### src/sv/wtc_pkg.sv
package wtc_pkg;

  // Word buffer: long enough for the longest fixed word, longer words never match
  localparam int BUF_DEPTH = 15;
  localparam int LEN_W     = 5;
  localparam logic [LEN_W-1:0] LEN_LONG = LEN_W'(BUF_DEPTH + 1);
  localparam int TEXT_W    = BUF_DEPTH * 8;
  localparam int NUM_FIXED = 51;

  // Character codes
  localparam logic [7:0] CH_SPACE  = 8'h20;
  localparam logic [7:0] CH_QUOTE  = 8'h22;
  localparam logic [7:0] CH_DOLLAR = 8'h24;
  localparam logic [7:0] CH_MINUS  = 8'h2D;
  localparam logic [7:0] CH_DOT    = 8'h2E;
  localparam logic [7:0] CH_ZERO   = 8'h30;
  localparam logic [7:0] CH_NINE   = 8'h39;

  typedef enum logic [5:0] {
    CLS_IDENT = 6'd0,
    CLS_ADD,
    CLS_END,
    CLS_INT,
    CLS_MULT,
    CLS_REAL,
    CLS_RELOP,
    CLS_OR,
    CLS_AND,
    CLS_NOT,
    CLS_EQ,
    CLS_SEMI,
    CLS_COMMA,
    CLS_LPAREN,
    CLS_RPAREN,
    CLS_LBRACE,
    CLS_RBRACE,
    CLS_ASSIGN,
    CLS_IF,
    CLS_WHILE,
    CLS_RETURN,
    CLS_ELSE,
    CLS_STRING,
    CLS_TYPE,
    CLS_WSPACE,
    CLS_G_LISTA_VAR,
    CLS_G_PROGRAMA,
    CLS_G_DEFINICIONES,
    CLS_G_DEFINICION,
    CLS_G_DEF_VAR,
    CLS_G_DEF_FUNC,
    CLS_G_PARAMETROS,
    CLS_G_LISTA_PARAM,
    CLS_G_BLOQ_FUNC,
    CLS_G_DEF_LOCALES,
    CLS_G_DEF_LOCAL,
    CLS_G_SENTENCIAS,
    CLS_G_SENTENCIA,
    CLS_G_OTRO,
    CLS_G_BLOQUE,
    CLS_G_VALOR_REGRESA,
    CLS_G_ARGUMENTOS,
    CLS_G_LISTA_ARGUMENTOS,
    CLS_G_TERMINO,
    CLS_G_LLAMADA_FUNC,
    CLS_G_SENTENCIA_BLOQUE,
    CLS_G_EXPRESION
  } cls_t;

  typedef struct packed {
    logic all_int;
    logic all_real;
    logic saw_quote;
  } word_flags_t;

  localparam word_flags_t FLAGS_CLEAR = '{all_int: 1'b1, all_real: 1'b1, saw_quote: 1'b0};

  typedef struct packed {
    cls_t cls;
    logic run_last;
  } result_t;

  // Fixed word: text right-aligned, first character in the highest used byte
  typedef struct packed {
    logic [TEXT_W-1:0] text;
    logic [3:0]        len;
    cls_t              cls;
  } fixed_word_t;

  localparam fixed_word_t FIXED_WORDS [NUM_FIXED] = '{
    '{"+", 4'd1, CLS_ADD},      '{"-", 4'd1, CLS_ADD},
    '{"*", 4'd1, CLS_MULT},     '{"/", 4'd1, CLS_MULT},
    '{"<", 4'd1, CLS_RELOP},    '{"<=", 4'd2, CLS_RELOP},
    '{">", 4'd1, CLS_RELOP},    '{">=", 4'd2, CLS_RELOP},
    '{"||", 4'd2, CLS_OR},      '{"&&", 4'd2, CLS_AND},
    '{"!", 4'd1, CLS_NOT},      '{"!=", 4'd2, CLS_EQ},
    '{"==", 4'd2, CLS_EQ},      '{";", 4'd1, CLS_SEMI},
    '{",", 4'd1, CLS_COMMA},    '{"(", 4'd1, CLS_LPAREN},
    '{")", 4'd1, CLS_RPAREN},   '{"{", 4'd1, CLS_LBRACE},
    '{"}", 4'd1, CLS_RBRACE},   '{"=", 4'd1, CLS_ASSIGN},
    '{"if", 4'd2, CLS_IF},      '{"while", 4'd5, CLS_WHILE},
    '{"return", 4'd6, CLS_RETURN},
    '{"else", 4'd4, CLS_ELSE},  '{"int", 4'd3, CLS_TYPE},
    '{"float", 4'd5, CLS_TYPE}, '{"void", 4'd4, CLS_TYPE},
    '{"char", 4'd4, CLS_TYPE},  '{"\t", 4'd1, CLS_WSPACE},
    '{"ListaVar", 4'd8, CLS_G_LISTA_VAR},
    '{"programa", 4'd8, CLS_G_PROGRAMA},
    '{"Definiciones", 4'd12, CLS_G_DEFINICIONES},
    '{"Definicion", 4'd10, CLS_G_DEFINICION},
    '{"DefVar", 4'd6, CLS_G_DEF_VAR},
    '{"DefFunc", 4'd7, CLS_G_DEF_FUNC},
    '{"Parametros", 4'd10, CLS_G_PARAMETROS},
    '{"ListaParam", 4'd10, CLS_G_LISTA_PARAM},
    '{"BloqFunc", 4'd8, CLS_G_BLOQ_FUNC},
    '{"DefLocales", 4'd10, CLS_G_DEF_LOCALES},
    '{"DefLocal", 4'd8, CLS_G_DEF_LOCAL},
    '{"Sentencias", 4'd10, CLS_G_SENTENCIAS},
    '{"Sentencia", 4'd9, CLS_G_SENTENCIA},
    '{"Otro", 4'd4, CLS_G_OTRO},
    '{"Bloque", 4'd6, CLS_G_BLOQUE},
    '{"ValorRegresa", 4'd12, CLS_G_VALOR_REGRESA},
    '{"Argumentos", 4'd10, CLS_G_ARGUMENTOS},
    '{"ListaArgumentos", 4'd15, CLS_G_LISTA_ARGUMENTOS},
    '{"Termino", 4'd7, CLS_G_TERMINO},
    '{"LlamadaFunc", 4'd11, CLS_G_LLAMADA_FUNC},
    '{"SentenciaBloque", 4'd15, CLS_G_SENTENCIA_BLOQUE},
    '{"Expresion", 4'd9, CLS_G_EXPRESION}
  };

  // Character i (0 = first) of fixed word k
  function automatic logic [7:0] fixed_char(int k, int i);
    fixed_word_t w;
    int          pos;
    w   = FIXED_WORDS[k];
    pos = int'(w.len) - 1 - i;
    if (pos < 0) begin
      pos = 0;
    end
    return w.text[pos*8 +: 8];
  endfunction

endpackage

### src/sv/wtc_chan_if.sv
interface wtc_in_if;
  logic       valid;
  logic       ready;
  logic [7:0] ch;
  logic       src_last;

  modport source (output valid, output ch, output src_last, input ready);
  modport sink   (input valid, input ch, input src_last, output ready);
endinterface

interface wtc_out_if;
  logic       valid;
  logic       ready;
  logic [5:0] token_class;
  logic       run_last;

  modport source (output valid, output token_class, output run_last, input ready);
  modport sink   (input valid, input token_class, input run_last, output ready);
endinterface

### src/sv/wtc_classify.sv
module wtc_classify (
  input  logic [7:0]                 word_buf [wtc_pkg::BUF_DEPTH],
  input  logic [wtc_pkg::LEN_W-1:0]  word_len,
  input  wtc_pkg::word_flags_t       flags,
  output wtc_pkg::cls_t              word_cls
);
  import wtc_pkg::*;

  logic [NUM_FIXED-1:0] hit;

  // Compare the word against every fixed word in parallel
  always_comb begin
    for (int k = 0; k < NUM_FIXED; k++) begin
      hit[k] = (word_len == LEN_W'(FIXED_WORDS[k].len));
      for (int i = 0; i < BUF_DEPTH; i++) begin
        if ((i < int'(FIXED_WORDS[k].len)) && (word_buf[i] != fixed_char(k, i))) begin
          hit[k] = 1'b0;
        end
      end
    end
  end

  // Fixed word wins, lowest table entry first; otherwise character flags decide
  always_comb begin
    if (flags.all_int) begin
      word_cls = CLS_INT;
    end else if (flags.all_real) begin
      word_cls = CLS_REAL;
    end else if (flags.saw_quote) begin
      word_cls = CLS_STRING;
    end else begin
      word_cls = CLS_IDENT;
    end
    for (int k = NUM_FIXED - 1; k >= 0; k--) begin
      if (hit[k]) begin
        word_cls = FIXED_WORDS[k].cls;
      end
    end
  end

endmodule

### src/sv/word_token_classifier.sv
// Word token classifier.
// in_chan carries source text one byte (ch) per transfer, src_last flagging
// the final byte. out_chan carries one token class per word; run_last marks
// the last token that a given byte produced (a byte yields zero, one or two).
// A transferred byte sits in the input register, is classified against the
// word buffer and pushed into a three-entry result queue once the queue has
// room for all its tokens; its first token is presented from then on.
// Throughput: one byte per cycle while the queue has room for its tokens, set
// by the single classify stage between the input register and the result
// queue. The queue drains one token per cycle while the receiver is ready;
// a byte that produces two tokens waits while fewer than two entries are free.
// A space closes a word; a '$' opening a word, or the last byte, emits the
// end token, after which all input is consumed and dropped until reset.
// Reset (rst_n low, synchronous) empties the input register and the queue,
// clears the current word and re-arms the block for a new source text.
// When the receiver stalls, the queue fills, the input register holds and
// in_chan.ready drops; nothing is lost.
module word_token_classifier (
  input  logic      clk,
  input  logic      rst_n,
  wtc_in_if.sink    in_chan,
  wtc_out_if.source out_chan
);
  import wtc_pkg::*;

  localparam int QUEUE_DEPTH = 3;
  localparam int PTR_W       = $clog2(QUEUE_DEPTH);
  localparam int CNT_W       = $clog2(QUEUE_DEPTH + 1);

  function automatic logic [PTR_W-1:0] ptr_inc(logic [PTR_W-1:0] p);
    return (p == PTR_W'(QUEUE_DEPTH - 1)) ? '0 : p + PTR_W'(1);
  endfunction

  // Input register
  logic       s1_valid_r;
  logic [7:0] s1_ch_r;
  logic       s1_last_r;
  logic       s1_fire;
  logic       in_ready;

  // Word state
  logic [7:0]       buf_r [BUF_DEPTH];
  logic [LEN_W-1:0] len_r;
  word_flags_t      flags_r;
  logic             done_r;

  // Result queue
  result_t          q_r [QUEUE_DEPTH];
  logic [PTR_W-1:0] rd_ptr_r, wr_ptr_r, wr_ptr_nxt;
  logic [CNT_W-1:0] cnt_r, cnt_nxt;
  logic [CNT_W-1:0] space;
  logic [1:0]       need_n, push_n;
  logic             pop;

  // Classify datapath
  logic             is_space, dollar_start, is_digit, int_ok, real_ok;
  logic             has_word, has_end, add_en, clear_en;
  logic [LEN_W-1:0] len_add, cls_len;
  word_flags_t      flags_add, cls_flags;
  logic [7:0]       cls_buf [BUF_DEPTH];
  cls_t             word_cls;
  result_t          res0, res1;

  // Accept a byte when the register is empty or drains this cycle
  assign in_ready      = !s1_valid_r || s1_fire;
  assign in_chan.ready = in_ready;

  always_ff @(posedge clk) begin
    if (!rst_n) begin
      s1_valid_r <= 1'b0;
    end else if (in_ready) begin
      s1_valid_r <= in_chan.valid;
    end
  end

  always_ff @(posedge clk) begin
    if (in_ready && in_chan.valid) begin
      s1_ch_r   <= in_chan.ch;
      s1_last_r <= in_chan.src_last;
    end
  end

  // Decode the byte
  assign is_space     = (s1_ch_r == CH_SPACE);
  assign dollar_start = (s1_ch_r == CH_DOLLAR) && (len_r == '0);
  assign is_digit     = s1_ch_r inside {[CH_ZERO:CH_NINE]};
  assign int_ok       = is_digit || (s1_ch_r == CH_MINUS);
  assign real_ok      = int_ok || (s1_ch_r == CH_DOT);

  // Word state as if the byte were appended
  always_comb begin
    len_add             = (len_r < LEN_W'(BUF_DEPTH)) ? len_r + LEN_W'(1) : LEN_LONG;
    flags_add.all_int   = flags_r.all_int && int_ok;
    flags_add.all_real  = flags_r.all_real && real_ok;
    flags_add.saw_quote = flags_r.saw_quote || (s1_ch_r == CH_QUOTE);
  end

  // A space classifies the gathered word; the last byte classifies it with the byte added
  always_comb begin
    for (int i = 0; i < BUF_DEPTH; i++) begin
      cls_buf[i] = (!is_space && (len_r == LEN_W'(i))) ? s1_ch_r : buf_r[i];
    end
    cls_len   = is_space ? len_r : len_add;
    cls_flags = is_space ? flags_r : flags_add;
  end

  wtc_classify u_classify (
    .word_buf (cls_buf),
    .word_len (cls_len),
    .flags    (cls_flags),
    .word_cls (word_cls)
  );

  // Results of this byte
  always_comb begin
    has_word = 1'b0;
    has_end  = 1'b0;
    if (!done_r) begin
      has_word = is_space ? (len_r != '0) : (s1_last_r && !dollar_start);
      has_end  = s1_last_r || dollar_start;
    end
    need_n        = {1'b0, has_word} + {1'b0, has_end};
    res0.cls      = has_word ? word_cls : CLS_END;
    res0.run_last = !(has_word && has_end);
    res1.cls      = CLS_END;
    res1.run_last = 1'b1;
  end

  // Advance the byte only when the queue has room for all its results
  assign space   = CNT_W'(QUEUE_DEPTH) - cnt_r;
  assign s1_fire = s1_valid_r && (CNT_W'(need_n) <= space);
  assign push_n  = s1_fire ? need_n : 2'd0;

  assign add_en   = s1_fire && !done_r && !is_space && !dollar_start && !s1_last_r;
  assign clear_en = s1_fire && !done_r && !add_en;

  // Update word state
  always_ff @(posedge clk) begin
    if (!rst_n) begin
      len_r   <= '0;
      flags_r <= FLAGS_CLEAR;
      done_r  <= 1'b0;
    end else begin
      if (add_en) begin
        len_r   <= len_add;
        flags_r <= flags_add;
      end else if (clear_en) begin
        len_r   <= '0;
        flags_r <= FLAGS_CLEAR;
      end
      if (s1_fire && has_end) begin
        done_r <= 1'b1;
      end
    end
  end

  // Store the byte at the current length while the buffer has room
  always_ff @(posedge clk) begin
    for (int i = 0; i < BUF_DEPTH; i++) begin
      if (add_en && (len_r == LEN_W'(i))) begin
        buf_r[i] <= s1_ch_r;
      end
    end
  end

  // Result queue
  assign pop = (cnt_r != '0) && out_chan.ready;

  always_comb begin
    case (push_n)
      2'd1:    wr_ptr_nxt = ptr_inc(wr_ptr_r);
      2'd2:    wr_ptr_nxt = ptr_inc(ptr_inc(wr_ptr_r));
      default: wr_ptr_nxt = wr_ptr_r;
    endcase
    cnt_nxt = cnt_r + CNT_W'(push_n) - CNT_W'(pop);
  end

  always_ff @(posedge clk) begin
    if (!rst_n) begin
      rd_ptr_r <= '0;
      wr_ptr_r <= '0;
      cnt_r    <= '0;
    end else begin
      wr_ptr_r <= wr_ptr_nxt;
      cnt_r    <= cnt_nxt;
      if (pop) begin
        rd_ptr_r <= ptr_inc(rd_ptr_r);
      end
    end
  end

  always_ff @(posedge clk) begin
    if (push_n != 2'd0) begin
      q_r[wr_ptr_r] <= res0;
    end
    if (push_n == 2'd2) begin
      q_r[ptr_inc(wr_ptr_r)] <= res1;
    end
  end

  assign out_chan.valid       = (cnt_r != '0);
  assign out_chan.token_class = q_r[rd_ptr_r].cls;
  assign out_chan.run_last    = q_r[rd_ptr_r].run_last;

  // Checks
  a_queue_no_overflow: assert property (@(posedge clk) disable iff (!rst_n)
    s1_fire |-> ({1'b0, cnt_r} + {1'b0, CNT_W'(push_n)} <= (CNT_W + 1)'(QUEUE_DEPTH)))
    else $error("result queue overflow");

  a_done_sticky: assert property (@(posedge clk) disable iff (!rst_n)
    done_r |=> done_r)
    else $error("end of source cleared without reset");

  a_silent_after_end: assert property (@(posedge clk) disable iff (!rst_n)
    done_r |-> (push_n == 2'd0))
    else $error("token produced after end of source");

  a_end_closes_run: assert property (@(posedge clk) disable iff (!rst_n)
    (push_n != 2'd0) && has_end |-> (res0.run_last || (push_n == 2'd2)))
    else $error("end token not last of its byte");

endmodule
### src/flat_wrapper.sv
// flat-port wrapper written by rule: the top's interface ports become plain ports
module word_token_classifier_flat import wtc_pkg::*;
  (clk, rst_n, in_chan_valid, in_chan_ch, in_chan_src_last, in_chan_ready, out_chan_valid, out_chan_token_class, out_chan_run_last, out_chan_ready);
  wtc_in_if in_chan_i ();
  wtc_out_if out_chan_i ();
  input  logic clk;
  input  logic rst_n;
  input wire logic [$bits(in_chan_i.valid)-1:0] in_chan_valid;
  input wire logic [$bits(in_chan_i.ch)-1:0] in_chan_ch;
  input wire logic [$bits(in_chan_i.src_last)-1:0] in_chan_src_last;
  output wire logic [$bits(in_chan_i.ready)-1:0] in_chan_ready;
  output wire logic [$bits(out_chan_i.valid)-1:0] out_chan_valid;
  output wire logic [$bits(out_chan_i.token_class)-1:0] out_chan_token_class;
  output wire logic [$bits(out_chan_i.run_last)-1:0] out_chan_run_last;
  input wire logic [$bits(out_chan_i.ready)-1:0] out_chan_ready;
  assign in_chan_i.valid = in_chan_valid;
  assign in_chan_i.ch = in_chan_ch;
  assign in_chan_i.src_last = in_chan_src_last;
  assign in_chan_ready = in_chan_i.ready;
  assign out_chan_valid = out_chan_i.valid;
  assign out_chan_token_class = out_chan_i.token_class;
  assign out_chan_run_last = out_chan_i.run_last;
  assign out_chan_i.ready = out_chan_ready;
  word_token_classifier u_core (.clk(clk), .rst_n(rst_n), .in_chan(in_chan_i), .out_chan(out_chan_i));
endmodule
### config.mk
export PLATFORM = sky130hd
export DESIGN_NAME = word_token_classifier_flat
export DESIGN_NICKNAME = d
export VERILOG_FILES = /design/src/sv/wtc_pkg.sv /design/src/sv/wtc_chan_if.sv /design/src/sv/wtc_classify.sv /design/src/sv/word_token_classifier.sv /design/src/flat_wrapper.sv
export SDC_FILE = /design/constraint.sdc
export NUM_CORES = 1
export LEC_CHECK = 0
export ABC_AREA = 1
export BUFFER_PORTS_ARGS = -buffer_cell sky130_fd_sc_hd__buf_2
export CORE_ASPECT_RATIO = 1.2
export CORE_MARGIN = 8
export CORE_UTILIZATION = 35
export DETAILED_ROUTE_END_ITERATION = 7
export GPL_TIMING_DRIVEN = 0
export PLACE_DENSITY = 0.61
export SYNTH_ARGS = -nofsm -noshare
export SYNTH_HDL_FRONTEND = slang
export SYNTH_SLANG_ARGS = --single-unit
### constraint.sdc
create_clock -name clk -period 12.9 [get_ports clk]
set_input_delay 1.935 -clock clk [delete_from_list [all_inputs] [get_ports clk]]
set_output_delay 1.935 -clock clk [all_outputs]
set_load 0.01 [all_outputs]
==> qor.csv <==
metric,value,unit
setup_tns,0,ns
max_slew_margin,14.7,%
wirelength,48700,um
ctsRootBufferMaster,clkbuf_16,
top_layer,met4,
grt_pass1_vias,11300,
max_freq,145,MHz
area_growth,10.9,%
synthXorXnorAreaFrac,0.224,%
drcViolationCount,0,
tightest_slew,1.26,ns
post_cts_buffers,0,
rsz0062_at_grt,false,
via_per_inst,5.39,
synth_compound_area_share,8.38,%
ys_seq_area_share,39.6,%
avgRoutedWirePerCell,22.0,um
grt.overflow.total,0,
cts_resized,0,
setup_viol_count_final,0,
worstPathRequired,13.29,ns
dp_hpwl,40300,um
layout-drive-gt1-share,8.29,%
yosysWarnings,0,
skew,0.0169,ns
syn-cell-area,11700,um^2
hold_viol,0,
io_pins,22,
sw_frac_of_total,32.4,%
power-per-cell-area,111,nW/um^2
synth.avg_cell_area,6.88,um^2
cts_buffers,17,
min_period,6.88,ns
crit_arrival,7.26,ns
path_class,reg -> reg,
synth.distinct_cells,53,
synthCells,1708,
hold_class,reg -> reg,
static-leakage-power,5.33,nW
timing.final.ws_setup,6.02,ns
vias,11900,
p_comb_share,18.7,%
ir_worst_vdd,91.6,uV
synth_simple_gate_area_share,39.8,%
drt_iter0_drc,1195,
layout_common_cells,"nand2_1 (406), inv_1 (262), nor2_1 (246)",
drv_slew,0,
final_cells,2212,
dpl.cell_count,2180,
gp_congestion,1.02,
cpPeakStageDelay,0.97,ns
cts_tree,yes,
port-buffer-count,21,
grt_max_degree,22,
dr_wl_met3,2660,um
cts_hold_buf,0,
rows,73,
synth.area.mux_share,0,%
setup.worst_path.end_class,flip-flop,
p_switching,0.000470,W
cts_max_level,4,
cts_buffer_depth,2,
cts.clk_slew.worst_paths,0.08,ns
synth_seq_cells,168,
antenna_cells,0,
met2WireLength,23200,um
drt-pass1-iter-count,6,
fin_nets,1773,
synth_edf_count,129,
layout_commonest_cell,nand2_1,
outcome,finished clean,
p_int,0.000982,W
maxCapViolCount,0,
crit_path_start_kind,flip-flop,
antenna_found_initial,0,
cp_max_fo,20,
grtUsageTotal,24.4,%
share_seq_of_total_power,46.1,%
synth_top_family_by_area,simple AND/OR/NAND/NOR gates,
pwr-share-clk,35.3,%
fp.dieW,183,um
crit_path_top_delay_cell,edfxtp_1,
initial_core_util,35.5,%
post-place-ws,6.25,ns
async_flop_share,0,%
fp.dieArea,39700,um^2
timing.final.crit_share,53.3,%
path_common_cell,nand2_1,
clk_latency,0.45,ns
wl_met1,19600,um
fp.dieH,217,um
synth_top_flop_cell,edfxtp_1,
synth_nets,1732,
ant_nets,0,
grt_pass1_wl,71600,um
clkSinkCount,168,
core,33100,um^2
synth_fa_ha_area_share,1.17,%
==> path summary, 6_finish.rpt <==
check                                                      end  slack, ns                           start  cells past startpoint
worst min register to register  u_core.flags_r[2]$_SDFFE_PN1P_       0.46  u_core.flags_r[2]$_SDFFE_PN1P_                      2
worst min-delay path            u_core.flags_r[2]$_SDFFE_PN1P_       0.46  u_core.flags_r[2]$_SDFFE_PN1P_                      2
worst max register to register   u_core.q_r[2][2]$_SDFFE_PP1P_       6.02     u_core.s1_ch_r[1]$_DFFE_PP_                     31
worst max-delay path             u_core.q_r[2][2]$_SDFFE_PP1P_       6.02     u_core.s1_ch_r[1]$_DFFE_PP_                     31
==> metal layers <==
metal / track usage [%] / up-vias
li1: - / 5765
met1: 28.9 / 5531
met2: 40.8 / 510
met3: 3.11 / 121
met4: 16.4 / 0
met5: 0 / -
==> cell type report <==
class | instances | area (um^2)
Buffer | 32 | 204
Timing Repair Buffer | 22 | 110
Sequential cell | 168 | 4650
Multi-Input combinational cell | 1225 | 5820
Inverter | 283 | 1070
Clock inverter | 15 | 181
Clock buffer | 17 | 425
Fill cell | 3525 | 20000
Tap cell | 450 | 563
==> synth_stat cells, types with 4 or more instances <==
library cell / count / area share (%)
a21boi_0: 4 / 0.26
a21oi_1: 48 / 2.0
a21oi_2: 4 / 0.30
a31oi_1: 7 / 0.37
buf_2: 12 / 0.51
buf_4: 4 / 0.26
buf_6: 5 / 0.48
clkbuf_1: 10 / 0.32
dfxtp_1: 39 / 6.6
edfxtp_1: 129 / 33
ha_1: 11 / 1.2
inv_1: 262 / 8.4
inv_2: 17 / 0.54
nand2_1: 406 / 13
nand2_2: 13 / 0.69
nand2_4: 5 / 0.48
nand3_1: 155 / 6.6
nand3_2: 4 / 0.34
nand4_1: 64 / 3.4
nor2_1: 246 / 7.9
nor2_2: 16 / 0.85
nor3_1: 57 / 2.4
nor3_2: 4 / 0.34
nor4_1: 48 / 2.6
o211ai_1: 9 / 0.58
o21ai_0: 71 / 3.0
o21ai_1: 13 / 0.55
==> metrics by stage <==
step	total power [W]	hold slack (ns)	area, um^2	utilization, %
final	0.00145	0.461	13000	39.4
after global routing	0.00152	0.496	13000	39.4
after CTS	0.00146	0.460	13000	39.4
after detailed placement	0.000951	0.439	12400	37.6
after global placement	0.000944	0.435	12400	37.5
after floorplan	0.000845	0.420	11700	-
==> flip-flops by register name (all words and copies together) (netlist names), named ones only <==
name / flops
u_core.done_r: 1
u_core.rd_ptr_r: 2
u_core.s1_valid_r: 1
u_core.s1_last_r: 1
u_core.s1_ch_r: 8
u_core.buf_r: 120
u_core.flags_r: 3
u_core.wr_ptr_r: 2
u_core.q_r: 21
u_core.cnt_r: 2
u_core.len_r: 5
==> kinds of logic (layout without fill, tap and decap cells) <==
family / after synthesis / after routing
adders and majority gates: 11 / 11
buffers and inverters: 315 / 369
and+or+nand+nor: 1037 / 1037
DFF: 168 / 168
AOI/OAI and AO/OA: 174 / 174
xor gates and xnor gates: 3 / 3
==> critical path: cells and delay by family (launching register included) <==
kind,cells,cell delay (ns)
simple gates,18,3.01
compound gates,10,2.18
flops,1,0.97
buf+inv,3,0.62
==> power by group through the flow <==
stage               clock network [W]  logic, W  registers (W)
floorplan                           0  0.000179       0.000665
finish                       0.000512  0.000271       0.000669
global route                 0.000543  0.000302       0.000677
global placement                    0  0.000265       0.000679
CTS                          0.000524  0.000271       0.000669
detailed placement                  0  0.000271       0.000680
Note: power is estimated with default switching activity, not from simulation.
